File: src/gtp_pkg.sv
`timescale 1ns / 1ps
// ----------------------------------------------------------------------------
// gtp_pkg: shared types and constants for the go-to-point controller
// Beat formats, command and status codes, fixed-point widths and the
// arctangent table used by the shift-add vectoring unit.
// ----------------------------------------------------------------------------
package gtp_pkg;

    // Configuration register indexes
    localparam int CFG_IDX_W = 1;
    localparam logic [CFG_IDX_W-1:0] CFG_LINEAR_GAIN  = 1'b0;
    localparam logic [CFG_IDX_W-1:0] CFG_ANGULAR_GAIN = 1'b1;

    localparam logic [15:0] LINEAR_GAIN_RESET  = 16'd410;
    localparam logic [15:0] ANGULAR_GAIN_RESET = 16'd2048;

    // Command codes
    localparam logic [1:0] CMD_POSE   = 2'd0;
    localparam logic [1:0] CMD_TARGET = 2'd1;
    localparam logic [1:0] CMD_TICK   = 2'd2;

    // Status codes
    localparam logic [1:0] STATUS_OK        = 2'd0;
    localparam logic [1:0] STATUS_NO_POSE   = 2'd1;
    localparam logic [1:0] STATUS_NO_TARGET = 2'd2;

    // Datapath widths
    localparam int VEC_W   = 43;  // vectoring x/y after normalization and growth
    localparam int Z_W     = 33;  // binary angle accumulator, pi = 2^31
    localparam int MUL_A_W = 35;
    localparam int MUL_B_W = 17;
    localparam int PROD_W  = MUL_A_W + MUL_B_W;
    localparam int ACC_W   = 66;
    localparam int Q_W     = 35;  // quaternion product sums
    localparam int DIST_W  = 34;
    localparam int RAD_W   = 22;
    localparam int ERR_W   = 23;
    localparam int SHIFT_W = 6;

    localparam int CORDIC_STEPS = 28;

    // 1/K in Q30 and pi in Q30, each split into 16-bit halves
    localparam logic [15:0] KINV_HI = 16'h26DD;
    localparam logic [15:0] KINV_LO = 16'h3B6A;
    localparam logic [15:0] PI_HI   = 16'hC90F;
    localparam logic [15:0] PI_LO   = 16'hDAA2;

    typedef struct packed {
        logic        [1:0]  command;
        logic signed [31:0] pos_x;
        logic signed [31:0] pos_y;
        logic signed [15:0] quat_x;
        logic signed [15:0] quat_y;
        logic signed [15:0] quat_z;
        logic signed [15:0] quat_w;
        logic signed [31:0] goal_x;
        logic signed [31:0] goal_y;
    } in_item_t;

    typedef struct packed {
        logic        [30:0] linear_speed;
        logic signed [31:0] angular_rate;
        logic        [1:0]  status;
    } out_item_t;

    typedef enum logic [4:0] {
        ST_IDLE,
        ST_VSTART,
        ST_NORM,
        ST_PRE,
        ST_ITER,
        ST_MAG0,
        ST_MAG1,
        ST_MAG2,
        ST_MAG3,
        ST_QMUL,
        ST_QCHK,
        ST_RAD0,
        ST_RAD1,
        ST_RAD2,
        ST_RAD3,
        ST_RAD4,
        ST_RAD5,
        ST_GAIN0,
        ST_GAIN1,
        ST_DONE
    } gtp_state_t;

    // atan(2^-i) in binary angle units, pi = 2^31
    function automatic logic [29:0] atan_ba(input logic [4:0] idx);
        logic [29:0] val;
        case (idx)
            5'd0:    val = 30'd536870912;
            5'd1:    val = 30'd316933406;
            5'd2:    val = 30'd167458907;
            5'd3:    val = 30'd85004756;
            5'd4:    val = 30'd42667331;
            5'd5:    val = 30'd21354465;
            5'd6:    val = 30'd10679838;
            5'd7:    val = 30'd5340245;
            5'd8:    val = 30'd2670163;
            5'd9:    val = 30'd1335087;
            5'd10:   val = 30'd667544;
            5'd11:   val = 30'd333772;
            5'd12:   val = 30'd166886;
            5'd13:   val = 30'd83443;
            5'd14:   val = 30'd41722;
            5'd15:   val = 30'd20861;
            5'd16:   val = 30'd10430;
            5'd17:   val = 30'd5215;
            5'd18:   val = 30'd2608;
            5'd19:   val = 30'd1304;
            5'd20:   val = 30'd652;
            5'd21:   val = 30'd326;
            5'd22:   val = 30'd163;
            5'd23:   val = 30'd81;
            5'd24:   val = 30'd41;
            5'd25:   val = 30'd20;
            5'd26:   val = 30'd10;
            5'd27:   val = 30'd5;
            default: val = 30'd0;
        endcase
        return val;
    endfunction

endpackage

File: src/go_to_point_p_controller.sv
`timescale 1ns / 1ps
// ----------------------------------------------------------------------------
// go_to_point_p_controller: proportional go-to-goal drive controller
// Input beats carry a pose update, a target update or a tick. Each tick
// produces one output beat with linear speed, angular rate and status.
//
// Usage:
//   in_valid/in_ready/in_data take one beat; out_valid/out_ready/out_data
//   deliver one result beat per tick. cfg_wr_en/cfg_index/cfg_data write
//   the Q4.12 gains (index 0 linear, index 1 angular). Pose and target
//   updates are stored as their beat is accepted. A tick with pose or
//   target unknown goes straight to its final state and presents its zero
//   command from there. A full tick runs two passes of the shared 28-step
//   shift-add vectoring unit (bearing and distance, then yaw), each after
//   a normalization, plus the products on the 35x17 multiplier.
//   A goal on the robot or a degenerate quaternion skips a pass.
//   in_ready is high only while the sequencer is idle.
//   Reset clears the pose and target known flags and loads the default
//   gains. A result waits in the output register while out_ready is low;
//   the next beat is still accepted, and a later tick holds in its final
//   state until the output register is free.
// ----------------------------------------------------------------------------
module go_to_point_p_controller
    import gtp_pkg::*;
(
    input  logic                 clk,
    input  logic                 rst_n,
    input  logic                 in_valid,
    output logic                 in_ready,
    input  in_item_t             in_data,
    output logic                 out_valid,
    input  logic                 out_ready,
    output out_item_t            out_data,
    input  logic                 cfg_wr_en,
    input  logic [CFG_IDX_W-1:0] cfg_index,
    input  logic [15:0]          cfg_data
);

    // Control state
    gtp_state_t          state_reg, state_next;
    logic                pose_known_reg, pose_known_next;
    logic                target_known_reg, target_known_next;
    logic [15:0]         lin_gain_reg, lin_gain_next;
    logic [15:0]         ang_gain_reg, ang_gain_next;
    logic                out_valid_reg, out_valid_next;
    logic                yaw_mode_reg, yaw_mode_next;
    logic [4:0]          iter_reg, iter_next;
    logic [3:0]          qstep_reg, qstep_next;

    // Stored pose and target
    logic signed [31:0]  rob_x_reg, rob_x_next;
    logic signed [31:0]  rob_y_reg, rob_y_next;
    logic signed [15:0]  qx_reg, qx_next;
    logic signed [15:0]  qy_reg, qy_next;
    logic signed [15:0]  qz_reg, qz_next;
    logic signed [15:0]  qw_reg, qw_next;
    logic signed [31:0]  tgt_x_reg, tgt_x_next;
    logic signed [31:0]  tgt_y_reg, tgt_y_next;

    // Working datapath
    logic signed [VEC_W-1:0]  vx_reg, vx_next;
    logic signed [VEC_W-1:0]  vy_reg, vy_next;
    logic signed [Z_W-1:0]    z_reg, z_next;
    logic [SHIFT_W-1:0]       shift_reg, shift_next;
    logic signed [PROD_W-1:0] prod_reg, prod_next;
    logic signed [ACC_W-1:0]  acc_reg, acc_next;
    logic signed [Q_W-1:0]    n_reg, n_next;
    logic signed [Q_W-1:0]    yz_reg, yz_next;
    logic signed [Q_W-1:0]    num_reg, num_next;
    logic signed [Q_W-1:0]    g_reg, g_next;
    logic [DIST_W-1:0]        dist_reg, dist_next;
    logic signed [Z_W-1:0]    bearing_reg, bearing_next;
    logic signed [RAD_W-1:0]  brad_reg, brad_next;
    logic signed [ERR_W-1:0]  err_reg, err_next;
    logic [30:0]              res_lin_reg, res_lin_next;
    logic signed [31:0]       res_ang_reg, res_ang_next;
    logic [1:0]               res_status_reg, res_status_next;
    out_item_t                out_reg, out_next;

    // Shared multiplier operands
    logic signed [MUL_A_W-1:0] mul_a;
    logic signed [MUL_B_W-1:0] mul_b;

    assign in_ready  = (state_reg == ST_IDLE);
    assign out_valid = out_valid_reg;
    assign out_data  = out_reg;

    always_comb
    begin
        logic signed [VEC_W-1:0]  ax;
        logic signed [VEC_W-1:0]  ay;
        logic signed [VEC_W-1:0]  xs;
        logic signed [VEC_W-1:0]  ys;
        logic signed [15:0]       qa;
        logic signed [15:0]       qb;
        logic signed [Q_W-1:0]    qprod;
        logic [2:0]               qprev;
        logic signed [Q_W:0]      g2;
        logic signed [Q_W:0]      g2_abs;
        logic signed [Q_W:0]      den;
        logic [ACC_W-1:0]         acc_u;
        logic signed [PROD_W-1:0] rounded;
        logic signed [PROD_W-13:0] scaled;

        state_next        = state_reg;
        pose_known_next   = pose_known_reg;
        target_known_next = target_known_reg;
        lin_gain_next     = lin_gain_reg;
        ang_gain_next     = ang_gain_reg;
        yaw_mode_next     = yaw_mode_reg;
        iter_next         = iter_reg;
        qstep_next        = qstep_reg;
        rob_x_next        = rob_x_reg;
        rob_y_next        = rob_y_reg;
        qx_next           = qx_reg;
        qy_next           = qy_reg;
        qz_next           = qz_reg;
        qw_next           = qw_reg;
        tgt_x_next        = tgt_x_reg;
        tgt_y_next        = tgt_y_reg;
        vx_next           = vx_reg;
        vy_next           = vy_reg;
        z_next            = z_reg;
        shift_next        = shift_reg;
        acc_next          = acc_reg;
        n_next            = n_reg;
        yz_next           = yz_reg;
        num_next          = num_reg;
        g_next            = g_reg;
        dist_next         = dist_reg;
        bearing_next      = bearing_reg;
        brad_next         = brad_reg;
        err_next          = err_reg;
        res_lin_next      = res_lin_reg;
        res_ang_next      = res_ang_reg;
        res_status_next   = res_status_reg;
        out_next          = out_reg;
        out_valid_next    = out_valid_reg && !out_ready;
        mul_a             = '0;
        mul_b             = '0;

        ax      = vx_reg[VEC_W-1] ? -vx_reg : vx_reg;
        ay      = vy_reg[VEC_W-1] ? -vy_reg : vy_reg;
        xs      = vx_reg >>> iter_reg;
        ys      = vy_reg >>> iter_reg;
        qprev   = 3'(qstep_reg - 4'd1);
        qprod   = Q_W'(prod_reg);
        g2      = (Q_W+1)'(g_reg) <<< 1;
        g2_abs  = g2[Q_W] ? -g2 : g2;
        den     = (Q_W+1)'(n_reg) - ((Q_W+1)'(yz_reg) <<< 1);
        acc_u   = acc_reg;
        rounded = prod_reg + PROD_W'(2048);
        scaled  = rounded[PROD_W-1:12];

        case (qstep_reg[2:0])
            3'd0:    begin qa = qx_reg; qb = qx_reg; end
            3'd1:    begin qa = qy_reg; qb = qy_reg; end
            3'd2:    begin qa = qz_reg; qb = qz_reg; end
            3'd3:    begin qa = qw_reg; qb = qw_reg; end
            3'd4:    begin qa = qx_reg; qb = qy_reg; end
            3'd5:    begin qa = qw_reg; qb = qz_reg; end
            3'd6:    begin qa = qx_reg; qb = qz_reg; end
            3'd7:    begin qa = qw_reg; qb = qy_reg; end
            default: begin qa = qx_reg; qb = qx_reg; end
        endcase

        if (cfg_wr_en)
        begin
            case (cfg_index)
                CFG_LINEAR_GAIN:  lin_gain_next = cfg_data;
                CFG_ANGULAR_GAIN: ang_gain_next = cfg_data;
                default:          ;
            endcase
        end

        case (state_reg)
            ST_IDLE:
            begin
                if (in_valid)
                begin
                    case (in_data.command)
                        CMD_POSE:
                        begin
                            rob_x_next      = in_data.pos_x;
                            rob_y_next      = in_data.pos_y;
                            qx_next         = in_data.quat_x;
                            qy_next         = in_data.quat_y;
                            qz_next         = in_data.quat_z;
                            qw_next         = in_data.quat_w;
                            pose_known_next = 1'b1;
                        end
                        CMD_TARGET:
                        begin
                            tgt_x_next        = in_data.goal_x;
                            tgt_y_next        = in_data.goal_y;
                            target_known_next = 1'b1;
                        end
                        CMD_TICK:
                        begin
                            res_lin_next = '0;
                            res_ang_next = '0;
                            if (!pose_known_reg)
                            begin
                                res_status_next = STATUS_NO_POSE;
                                state_next      = ST_DONE;
                            end
                            else if (!target_known_reg)
                            begin
                                res_status_next = STATUS_NO_TARGET;
                                state_next      = ST_DONE;
                            end
                            else
                            begin
                                vx_next = VEC_W'(33'(tgt_x_reg) - 33'(rob_x_reg));
                                vy_next = VEC_W'(33'(tgt_y_reg) - 33'(rob_y_reg));
                                yaw_mode_next = 1'b0;
                                state_next    = ST_VSTART;
                            end
                        end
                        default: ;
                    endcase
                end
            end

            ST_VSTART:
            begin
                shift_next = '0;
                if (vx_reg == '0 && vy_reg == '0)
                begin
                    // A zero vector has angle zero and magnitude zero.
                    z_next = '0;
                    if (yaw_mode_reg)
                    begin
                        state_next = ST_RAD0;
                    end
                    else
                    begin
                        bearing_next = '0;
                        dist_next    = '0;
                        n_next       = '0;
                        yz_next      = '0;
                        num_next     = '0;
                        g_next       = '0;
                        qstep_next   = '0;
                        state_next   = ST_QMUL;
                    end
                end
                else
                begin
                    state_next = ST_NORM;
                end
            end

            ST_NORM:
            begin
                // Scale up until the larger component lies in [2^38, 2^39).
                if (ax[VEC_W-1:38] != '0 || ay[VEC_W-1:38] != '0)
                begin
                    state_next = ST_PRE;
                end
                else if (ax[VEC_W-1:30] == '0 && ay[VEC_W-1:30] == '0)
                begin
                    vx_next    = vx_reg <<< 8;
                    vy_next    = vy_reg <<< 8;
                    shift_next = shift_reg + SHIFT_W'(8);
                end
                else
                begin
                    vx_next    = vx_reg <<< 1;
                    vy_next    = vy_reg <<< 1;
                    shift_next = shift_reg + SHIFT_W'(1);
                end
            end

            ST_PRE:
            begin
                if (vx_reg[VEC_W-1])
                begin
                    z_next  = vy_reg[VEC_W-1] ? -(Z_W'(1) <<< 31) : (Z_W'(1) <<< 31);
                    vx_next = -vx_reg;
                    vy_next = -vy_reg;
                end
                else
                begin
                    z_next = '0;
                end
                iter_next  = '0;
                state_next = ST_ITER;
            end

            ST_ITER:
            begin
                if (!vy_reg[VEC_W-1])
                begin
                    vx_next = vx_reg + ys;
                    vy_next = vy_reg - xs;
                    z_next  = z_reg + $signed({3'b000, atan_ba(iter_reg)});
                end
                else
                begin
                    vx_next = vx_reg - ys;
                    vy_next = vy_reg + xs;
                    z_next  = z_reg - $signed({3'b000, atan_ba(iter_reg)});
                end
                iter_next = iter_reg + 5'd1;
                if (iter_reg == 5'(CORDIC_STEPS - 1))
                begin
                    if (yaw_mode_reg)
                    begin
                        state_next = ST_RAD0;
                    end
                    else
                    begin
                        bearing_next = z_next;
                        state_next   = ST_MAG0;
                    end
                end
            end

            ST_MAG0:
            begin
                mul_a      = vx_reg[VEC_W-1:8];
                mul_b      = $signed({1'b0, KINV_LO});
                state_next = ST_MAG1;
            end

            ST_MAG1:
            begin
                mul_a      = vx_reg[VEC_W-1:8];
                mul_b      = $signed({1'b0, KINV_HI});
                acc_next   = ACC_W'(prod_reg) + (ACC_W'(1) <<< (shift_reg + 6'd21));
                state_next = ST_MAG2;
            end

            ST_MAG2:
            begin
                acc_next   = acc_reg + (ACC_W'(prod_reg) <<< 16);
                state_next = ST_MAG3;
            end

            ST_MAG3:
            begin
                dist_next  = DIST_W'(acc_u >> (shift_reg + 6'd22));
                n_next     = '0;
                yz_next    = '0;
                num_next   = '0;
                g_next     = '0;
                qstep_next = '0;
                state_next = ST_QMUL;
            end

            ST_QMUL:
            begin
                // Issue one product per cycle, accumulate it in the cycle after, once it is registered.
                if (qstep_reg != 4'd8)
                begin
                    mul_a = MUL_A_W'(qa);
                    mul_b = MUL_B_W'(qb);
                end
                if (qstep_reg != 4'd0)
                begin
                    case (qprev)
                        3'd0:    n_next = n_reg + qprod;
                        3'd1:    begin n_next = n_reg + qprod; yz_next = yz_reg + qprod; end
                        3'd2:    begin n_next = n_reg + qprod; yz_next = yz_reg + qprod; end
                        3'd3:    n_next = n_reg + qprod;
                        3'd4:    num_next = num_reg + qprod;
                        3'd5:    num_next = num_reg + qprod;
                        3'd6:    g_next = g_reg + qprod;
                        3'd7:    g_next = g_reg - qprod;
                        default: ;
                    endcase
                end
                qstep_next = qstep_reg + 4'd1;
                if (qstep_reg == 4'd8)
                begin
                    state_next = ST_QCHK;
                end
            end

            ST_QCHK:
            begin
                // Zero quaternion or gimbal lock gives a yaw of zero.
                if (n_reg == '0 || g2_abs >= (Q_W+1)'(n_reg))
                begin
                    z_next     = '0;
                    state_next = ST_RAD0;
                end
                else
                begin
                    vx_next       = VEC_W'(den);
                    vy_next       = VEC_W'(num_reg) <<< 1;
                    yaw_mode_next = 1'b1;
                    state_next    = ST_VSTART;
                end
            end

            ST_RAD0:
            begin
                mul_a      = MUL_A_W'(bearing_reg);
                mul_b      = $signed({1'b0, PI_LO});
                state_next = ST_RAD1;
            end

            ST_RAD1:
            begin
                mul_a      = MUL_A_W'(bearing_reg);
                mul_b      = $signed({1'b0, PI_HI});
                acc_next   = ACC_W'(prod_reg) + (ACC_W'(1) <<< 44);
                state_next = ST_RAD2;
            end

            ST_RAD2:
            begin
                mul_a      = MUL_A_W'(z_reg);
                mul_b      = $signed({1'b0, PI_LO});
                acc_next   = acc_reg + (ACC_W'(prod_reg) <<< 16);
                state_next = ST_RAD3;
            end

            ST_RAD3:
            begin
                mul_a      = MUL_A_W'(z_reg);
                mul_b      = $signed({1'b0, PI_HI});
                brad_next  = RAD_W'(acc_reg >>> 45);
                acc_next   = ACC_W'(prod_reg) + (ACC_W'(1) <<< 44);
                state_next = ST_RAD4;
            end

            ST_RAD4:
            begin
                acc_next   = acc_reg + (ACC_W'(prod_reg) <<< 16);
                state_next = ST_RAD5;
            end

            ST_RAD5:
            begin
                err_next   = ERR_W'(brad_reg) - ERR_W'(RAD_W'(acc_reg >>> 45));
                mul_a      = $signed({1'b0, dist_reg});
                mul_b      = $signed({1'b0, lin_gain_reg});
                state_next = ST_GAIN0;
            end

            ST_GAIN0:
            begin
                if (scaled > (PROD_W-12)'(32'sh7FFF_FFFF))
                begin
                    res_lin_next = 31'h7FFF_FFFF;
                end
                else
                begin
                    res_lin_next = 31'(scaled);
                end
                mul_a      = MUL_A_W'(err_reg);
                mul_b      = $signed({1'b0, ang_gain_reg});
                state_next = ST_GAIN1;
            end

            ST_GAIN1:
            begin
                if (scaled > (PROD_W-12)'(32'sh7FFF_FFFF))
                begin
                    res_ang_next = 32'sh7FFF_FFFF;
                end
                else if (scaled < (PROD_W-12)'(32'sh8000_0000))
                begin
                    res_ang_next = 32'sh8000_0000;
                end
                else
                begin
                    res_ang_next = 32'(scaled);
                end
                res_status_next = STATUS_OK;
                state_next      = ST_DONE;
            end

            ST_DONE:
            begin
                if (!out_valid_reg || out_ready)
                begin
                    out_next.linear_speed = res_lin_reg;
                    out_next.angular_rate = res_ang_reg;
                    out_next.status       = res_status_reg;
                    out_valid_next        = 1'b1;
                    state_next            = ST_IDLE;
                end
            end

            default:
            begin
                state_next = ST_IDLE;
            end
        endcase

        prod_next = mul_a * mul_b;
    end

    always_ff @(posedge clk or negedge rst_n)
    begin
        if (!rst_n)
        begin
            state_reg        <= ST_IDLE;
            pose_known_reg   <= 1'b0;
            target_known_reg <= 1'b0;
            lin_gain_reg     <= LINEAR_GAIN_RESET;
            ang_gain_reg     <= ANGULAR_GAIN_RESET;
            out_valid_reg    <= 1'b0;
            yaw_mode_reg     <= 1'b0;
            iter_reg         <= '0;
            qstep_reg        <= '0;
        end
        else
        begin
            state_reg        <= state_next;
            pose_known_reg   <= pose_known_next;
            target_known_reg <= target_known_next;
            lin_gain_reg     <= lin_gain_next;
            ang_gain_reg     <= ang_gain_next;
            out_valid_reg    <= out_valid_next;
            yaw_mode_reg     <= yaw_mode_next;
            iter_reg         <= iter_next;
            qstep_reg        <= qstep_next;
        end
    end

    always_ff @(posedge clk)
    begin
        rob_x_reg      <= rob_x_next;
        rob_y_reg      <= rob_y_next;
        qx_reg         <= qx_next;
        qy_reg         <= qy_next;
        qz_reg         <= qz_next;
        qw_reg         <= qw_next;
        tgt_x_reg      <= tgt_x_next;
        tgt_y_reg      <= tgt_y_next;
        vx_reg         <= vx_next;
        vy_reg         <= vy_next;
        z_reg          <= z_next;
        shift_reg      <= shift_next;
        prod_reg       <= prod_next;
        acc_reg        <= acc_next;
        n_reg          <= n_next;
        yz_reg         <= yz_next;
        num_reg        <= num_next;
        g_reg          <= g_next;
        dist_reg       <= dist_next;
        bearing_reg    <= bearing_next;
        brad_reg       <= brad_next;
        err_reg        <= err_next;
        res_lin_reg    <= res_lin_next;
        res_ang_reg    <= res_ang_next;
        res_status_reg <= res_status_next;
        out_reg        <= out_next;
    end

endmodule
File: config.mk
export PLATFORM = sky130hd
export DESIGN_NAME = go_to_point_p_controller
export DESIGN_NICKNAME = d
export VERILOG_FILES = /design/src/gtp_pkg.sv /design/src/go_to_point_p_controller.sv
export SDC_FILE = /design/constraint.sdc
export NUM_CORES = 2
export LEC_CHECK = 0
export ABC_CLOCK_PERIOD_IN_PS = 14900
export BUFFER_PORTS_ARGS = -buffer_cell sky130_fd_sc_hd__buf_2
export CAP_MARGIN = 20
export CORE_MARGIN = 8
export CORE_UTILIZATION = 46
export DETAILED_ROUTE_END_ITERATION = 16
export GPL_TIMING_DRIVEN = 0
export PLACE_DENSITY = 0.64
export SLEW_MARGIN = 25
export SYNTH_ARGS = -nofsm -noshare
export SYNTH_HDL_FRONTEND = slang
export SYNTH_SLANG_ARGS = --single-unit
File: constraint.sdc
create_clock -name clk -period 14.9 [get_ports clk]
set_input_delay 0 -clock clk [delete_from_list [all_inputs] [get_ports clk]]
set_output_delay 0 -clock clk [all_outputs]
set_load 0.01 [all_outputs]
# After elaboration in Yosys (flattened, before gate mapping)
# Memories as Yosys holds them, arrays and structs flattened.
# Cells that the tools add are included.
dict set report word_totals {
  out_inout_bits 67
  n_memories 2
  input_bits 216
  regBits 866
  elab_cells 305
  romBits 1920
}
dict set report op_classes {
  n_addsub 29
  mul 1
  reduce_logical 65
  mux 103
  bitwise_logic 1
  eq_ne 59
  n_lt_le_gt_ge 3
  shift 4
}
# name depth word_bits rd rd_ports_with_merged_regs wr line_no
set memory_table {}
lappend memory_table {{(name not given)} 32 30 1 0 0 gtp_pkg.sv:92} ;# case (idx)
lappend memory_table {{(name not given)} 32 30 1 0 0 gtp_pkg.sv:92}
# operator n
set ops {}
lappend ops {{$mux 43} 19}
lappend ops {{$pmux 43 s5} 2}
lappend ops {{$pmux 35 s3} 4}
lappend ops {{$mux 35} 10}
lappend ops {{$mux 33} 9}
lappend ops {{$pmux 35 s6} 1}
lappend ops {{$pmux 66 s3} 1}
lappend ops {{$add 35x35->35} 4}
lappend ops {{$pmux 33 s4} 1}
lappend ops {{$mux 32} 4}
lappend ops {{$pmux 16 s4} 2}
lappend ops {{$mux 30} 4}
lappend ops {{$pmux 17 s7} 1}
lappend ops {{$pmux 5 s20} 1}
lappend ops {{$mux 31} 3}
lappend ops {{$add 43x43->43} 2}
lappend ops {{$logic_not 43->1} 2}
lappend ops {{$neg 43->43} 2}
lappend ops {{$sshr 43x5->43} 2}
lappend ops {{$sub 43x43->43} 2}
lappend ops {{$pmux 35 s2} 1}
lappend ops {{$mux 34} 2}
lappend ops {{$pmux 34 s2} 1}
lappend ops {{$add 52x66->66} 1}
lappend ops {{other kinds (76)} 184}

# Logic depth before layout (Yosys ltp)
# An unclocked memory read counts as a cell.
dict set report logic_depth {
  word_depth 8
  depth_mapped 36
  mapped_depth_nobuf 33
}

# Worst setup path before layout
# No wires, ideal clock.
dict set report synth_timing {
  path_type {register to register}
  startpoint {register state_reg[2]}
  endpoint {register pose_known_reg}
  path_stages_with_launch 6
  path_slack_ns -0.610
  t_arrival_ns 15.361
  period_less_slack_ns 15.510
  setup_ns 0.149
  path_cell_list {dfrtp_1 -> clkbuf_1 -> nor3_1 -> nand2_1 -> nor4b_1 -> or2_2}
}
dict set report synth_between {
  elab_chain_len 2
}
# element line_no
set synth_lines {}
lappend synth_lines {{start, declared} go_to_point_p_controller.sv:40} ;# gtp_state_t state_reg, state_next;
lappend synth_lines {{start signal, assigned} go_to_point_p_controller.sv:514} ;# state_reg <= state_next;
lappend synth_lines {{$logic_not 5->1} go_to_point_p_controller.sv:176} ;# case (state_reg)
lappend synth_lines {{$reduce_and 3->1 (no line)} --}
lappend synth_lines {{end signal, assigned} go_to_point_p_controller.sv:515} ;# pose_known_reg <= pose_known_next;
lappend synth_lines {{end, declared} go_to_point_p_controller.sv:41} ;# logic pose_known_reg, pose_known_next;
# Every way passes these cells.
# A chain may end at the register's enable or synchronous reset.

# Worst setup path in the final report
dict set report layout_timing {
  startpoint {register state_reg[2]}
  endpoint {register prod_reg[43]}
}
dict set report layout_between {
  elab_chain_len 4
  word_cells_on_any_way 17
  cone_classes {mul (1); eq/ne (9); mux (2); reduce/logical (5)}
}
# element line_no
set layout_lines {}
lappend layout_lines {{$eq 5x4->1 / $eq 5x3->1 (equally long branches)} go_to_point_p_controller.sv:176}
lappend layout_lines {{$reduce_or 2->1 (no line)} --}
lappend layout_lines {{$pmux 17 s7 / $pmux 35 s6 (equally long branches)} go_to_point_p_controller.sv:176}
lappend layout_lines {{$mul 35x17->52 (*)} go_to_point_p_controller.sv:495} ;# prod_next = mul_a * mul_b;
lappend layout_lines {{via prod_next[43]} go_to_point_p_controller.sv:65} ;# logic signed [PROD_W-1:0] prod_reg, prod_next;
lappend layout_lines {{end signal, assigned} go_to_point_p_controller.sv:540} ;# prod_reg <= prod_next;
lappend layout_lines {{end, declared} go_to_point_p_controller.sv:65}
# Mark *: on every way through the listed nets, which the timed path passes. The rest lies on a longest branch.

==> impl_results.rst <==
.. list-table::
   :header-rows: 1

   * - Metric
     - Value
   * - Status
     - complete, but fails checks
   * - Failing checks
     - hold timing
   * - Req. time, crit path
     - 15470 ps
   * - Detailed-route vias per instance
     - roughly 6.4
   * - Critical path class
     - flip-flop to flip-flop
   * - Final HPWL DP
     - approximately 360000 µm
   * - Worst clock skew
     - 108 ps
   * - Total nets after synthesis
     - 12100
   * - Critical path's most frequent cell
     - fa_1
   * - Port Buf Inserts
     - around 280
   * - Detail Route Antenna Nets
     - 0
   * - Number of distinct library cells after synthesis
     - just under 100
   * - Total track usage
     - 38.7%
   * - Synthesized netlist cell count
     - about 11000
   * - Worst EP arrival
     - approximately 13000 ps
   * - Total number of vias
     - about 90000
   * - Clock transition at the register clock pins on the worst setup and hold paths after CTS
     - approximately 70 ps
   * - Final Hold Viols
     - 1
   * - Power density over the cells
     - around 270 nW/µm²
   * - Total wire length after detailed routing
     - approximately 450000 µm
   * - Slew Limit Fails
     - 0
   * - Area share of the leading cell type in the synthesized netlist
     - 23.9%
   * - # setup viols final
     - 0
   * - Number of detailed-route iterations in the first pass
     - 11
   * - Number of synthesized flops with an enable pin
     - around 760
   * - Max-Slew Margin vs Limit
     - between 10% and 20%
   * - Effective utilization at floorplan
     - 46.3%
   * - Synthesized area divided by synthesized cell count
     - a little over 9 µm²
   * - Die ar.
     - about 220000 µm²
   * - Critical path's largest stage delay
     - between 800 and 900 ps
   * - Hold path start
     - in_data[85]
   * - CTS tree
     - yes
   * - Most used flip-flop cell after synthesis
     - edfxtp_1
   * - Die width
     - ~470 µm
   * - FF-to-FF Start
     - state_reg[2]
   * - Number of I/O pins
     - 283
   * - Wire per inst
     - roughly 31 µm
   * - Share of async-settable or async-resettable flops after synthesis
     - roughly 5.8%
   * - CP Buf/Inv Count
     - 9
   * - Share of post-route cells with drive strength above 1
     - 8.69%
   * - Classification of the worst-slack hold path
     - primary input to flip-flop
   * - Placeable core region
     - about 210000 µm²
   * - Maximum level of the CTS H-tree
     - 3
   * - Endpoint type of the worst setup path
     - flip-flop
   * - Min Tclk post-route
     - roughly 12000 ps
   * - Post-Route Hold Slack
     - -5.68 ps
   * - Register area share after synthesis
     - 26.3%
   * - Count of placed standard cells including taps
     - roughly 14000
   * - Layout filler cell count
     - approximately 19000
   * - Worst path slowest cell
     - nor2_1
   * - Largest register FFs
     - 66
   * - Reported leakage power
     - 45.6 nW
   * - Die Height
     - between 400 and 500 µm
   * - Measured slew at the worst slew-check pin
     - around 1300 ps
   * - Synthesis-stage register bit count
     - between 800 and 900
   * - Number of clock sinks
     - just under 900
   * - Largest area contributor in the netlist
     - edfxtp_1
   * - Source of the critical timing path
     - state_reg[2]
   * - Highest fanout seen on the critical path
     - 10
   * - Achievable frequency
     - 0.0831 GHz
   * - Unrepaired setup endpoints after global routing
     - false
   * - Setup TNS
     - 0 ps
   * - First-pass GRT wire length
     - 636000 µm
   * - Final weighted congestion of routability-driven global placement
     - about 1.1
   * - Global route total overflow
     - 0
   * - Post-route fraction of the period consumed by the critical path
     - 80.8%
   * - Root buffer cell
     - clkbuf_16
   * - Launching element type of the critical path
     - flip-flop
   * - IR drop worst, VDD
     - ~0.00015 V
   * - Ranking of synthesized cells by area
     - edfxtp_1 24%, fa_1 12%, ha_1 8.8%
   * - Clock Path Buffers
     - 3
   * - Delay-heaviest family, CP
     - adder cells
   * - Drt drc
     - 0
   * - Setup Fix Bufs, Post-CTS
     - 0
   * - Yosys Warn Count
     - 0
   * - Max-cap check violation count
     - 0
   * - CTS buffer count
     - 104
   * - Number of global-route vias before repair
     - between 80000 and 90000
   * - Layout net count
     - 12900
   * - Initial antenna violation count
     - 26
   * - Synthesized cell area
     - 95900 µm²
   * - Layout area overhead
     - 14.3%
   * - Count of routing violations after the opening detailed-route iteration
     - around 12000
   * - Largest net degree at the start of global routing
     - between 40 and 50
   * - Site row count
     - 167
   * - Worst-skew pair later-pin latency
     - between 800 and 900 ps
   * - Final Instance Count excl. Fillers
     - 14300
-- worst reg2reg max path: cells and delay by family (launching register included) --
family	cells	cell delay, ps
AND/OR/NAND/NOR	5	1540
adder cells (fa/ha/maj)	7	3590
flip-flops	1	360
AO/OA/AOI/OAI	13	3530
buffers and inverters	9	2880
-- placed cells by master (no fill, tap or decap), types with 44 or more instances in the layout --
cell type and instances:
a211oi_1 100, a21o_1 303, a21oi_1 649, a221oi_1 56
a222oi_1 71, a22oi_1 67, a31oi_1 85, and2_1 59
and3_1 91, buf_1 63, buf_2 314, clkbuf_1 465
clkbuf_16 104, dfrtp_1 44, dfxtp_1 48, dlygate4sd3_1 404
edfxtp_1 763, fa_1 579, ha_1 678, inv_1 978
mux2_2 117, mux2i_1 174, mux4_2 174, nand2_1 818
nand2b_1 114, nand3_1 151, nand4_1 80, nor2_1 1266
nor2b_1 98, nor3_1 189, nor4_1 65, o211ai_1 64
o21a_1 79, o21ai_0 510, o21bai_1 70, o22ai_1 52
o31ai_1 52, or3_1 67, xnor2_1 457, xor2_1 273
-- timing repair --
item | 4_1_cts | 5_1_grt
endpoints found under the hold margin | 318 | 0
gates resized for setup | 0 | 0
hold buffers | 405 | 0
-- layout make-up --
cell class / count / area [µm²] / share of cell area, %
multi-input cells: 8178 / 65100 / 59.4
flip-flops and latches: 865 / 25200 / 23.0
repair buffers: 748 / 6340 / 5.78
inverters: 982 / 3690 / 3.36
well taps: 2788 / 3490 / 3.18
clock buffers: 123 / 2690 / 2.46
plain buffers: 572 / 2260 / 2.06
clock inverters: 69 / 836 / 0.762
diodes: 14 / 35.0 / 0.0320
-- kinds of logic (layout without fill, tap and decap cells) --
group	Yosys count	after routing	synth area share, %
and+or+nand+nor	3174	3174	15.1
AOI/OAI and AO/OA	2551	2551	17.6
buffers and inverters	1554	2494	6.17
adders and majority gates	1257	1257	20.9
DFF	865	865	26.3
xor gates and xnor gates	731	731	6.68
muxes	465	465	7.28
other	0	14	0
-- where the power goes --
part / switching (mW) / leakage, nW / internal, mW
Clock: 1.22 / 1.67 / 1.50
Combinational: 14.8 / 35.9 / 7.80
Sequential: 0.942 / 8.08 / 3.43
-- stage by stage --
stage | worst slack (ps) | utilization [%] | power (mW) | instance area [µm²]
after floorplan | 3300 | - | 18.2 | 95900
after global placement | -2850 | 48.7 | 25.6 | 101000
after detailed placement | 3230 | 49.2 | 25.8 | 102000
after CTS | 3170 | 52.9 | 28.8 | 110000
after global routing | 2530 | 52.9 | 31.2 | 110000
final | 2860 | 52.9 | 29.7 | 110000
-- worst paths after layout --
check / endpoint / cells past startpoint / slack (ps)
setup / recovery: prod_reg[43] / 34 / 2860
max in group asynchronous: qstep_reg[1] / 4 / 14100
setup reg to reg: prod_reg[43] / 34 / 2860
hold / removal: qz_reg[5] / 2 / -6
min in group asynchronous: ang_gain_reg[11] / 3 / 470
hold reg to reg: out_data[62] / 0 / 420
-- layer usage --
| metal | GRT usage [%] | share of wire [%] | up-vias |
|---|---|---|---|
| met2 | 57.3 | 42 | 5485 |
| met4 | 20.5 | 6.6 | 16 |
| met5 | 0.469 | 0.045 | - |
| li1 | - | - | 39500 |
| met3 | 10.3 | 11 | 1089 |
| met1 | 51.7 | 41 | 45300 |
-- Yosys cell counts (91+ instances only) --
| master | n |
|---|---|
| fa_1 | 579 |
| xnor2_1 | 458 |
| mux4_2 | 174 |
| nand2_1 | 820 |
| nor2b_1 | 99 |
| mux2i_1 | 174 |
| xor2_1 | 273 |
| o21ai_0 | 511 |
| nand2b_1 | 114 |
| clkbuf_1 | 468 |
| nor2_1 | 1271 |
| nor3_1 | 193 |
| mux2_2 | 117 |
| ha_1 | 678 |
| inv_1 | 978 |
| a21oi_1 | 656 |
| edfxtp_1 | 763 |
| nand3_1 | 151 |
| a21o_1 | 303 |
| and3_1 | 91 |
| a211oi_1 | 101 |
No activity file was read; power rests on OpenSTA's default activity.
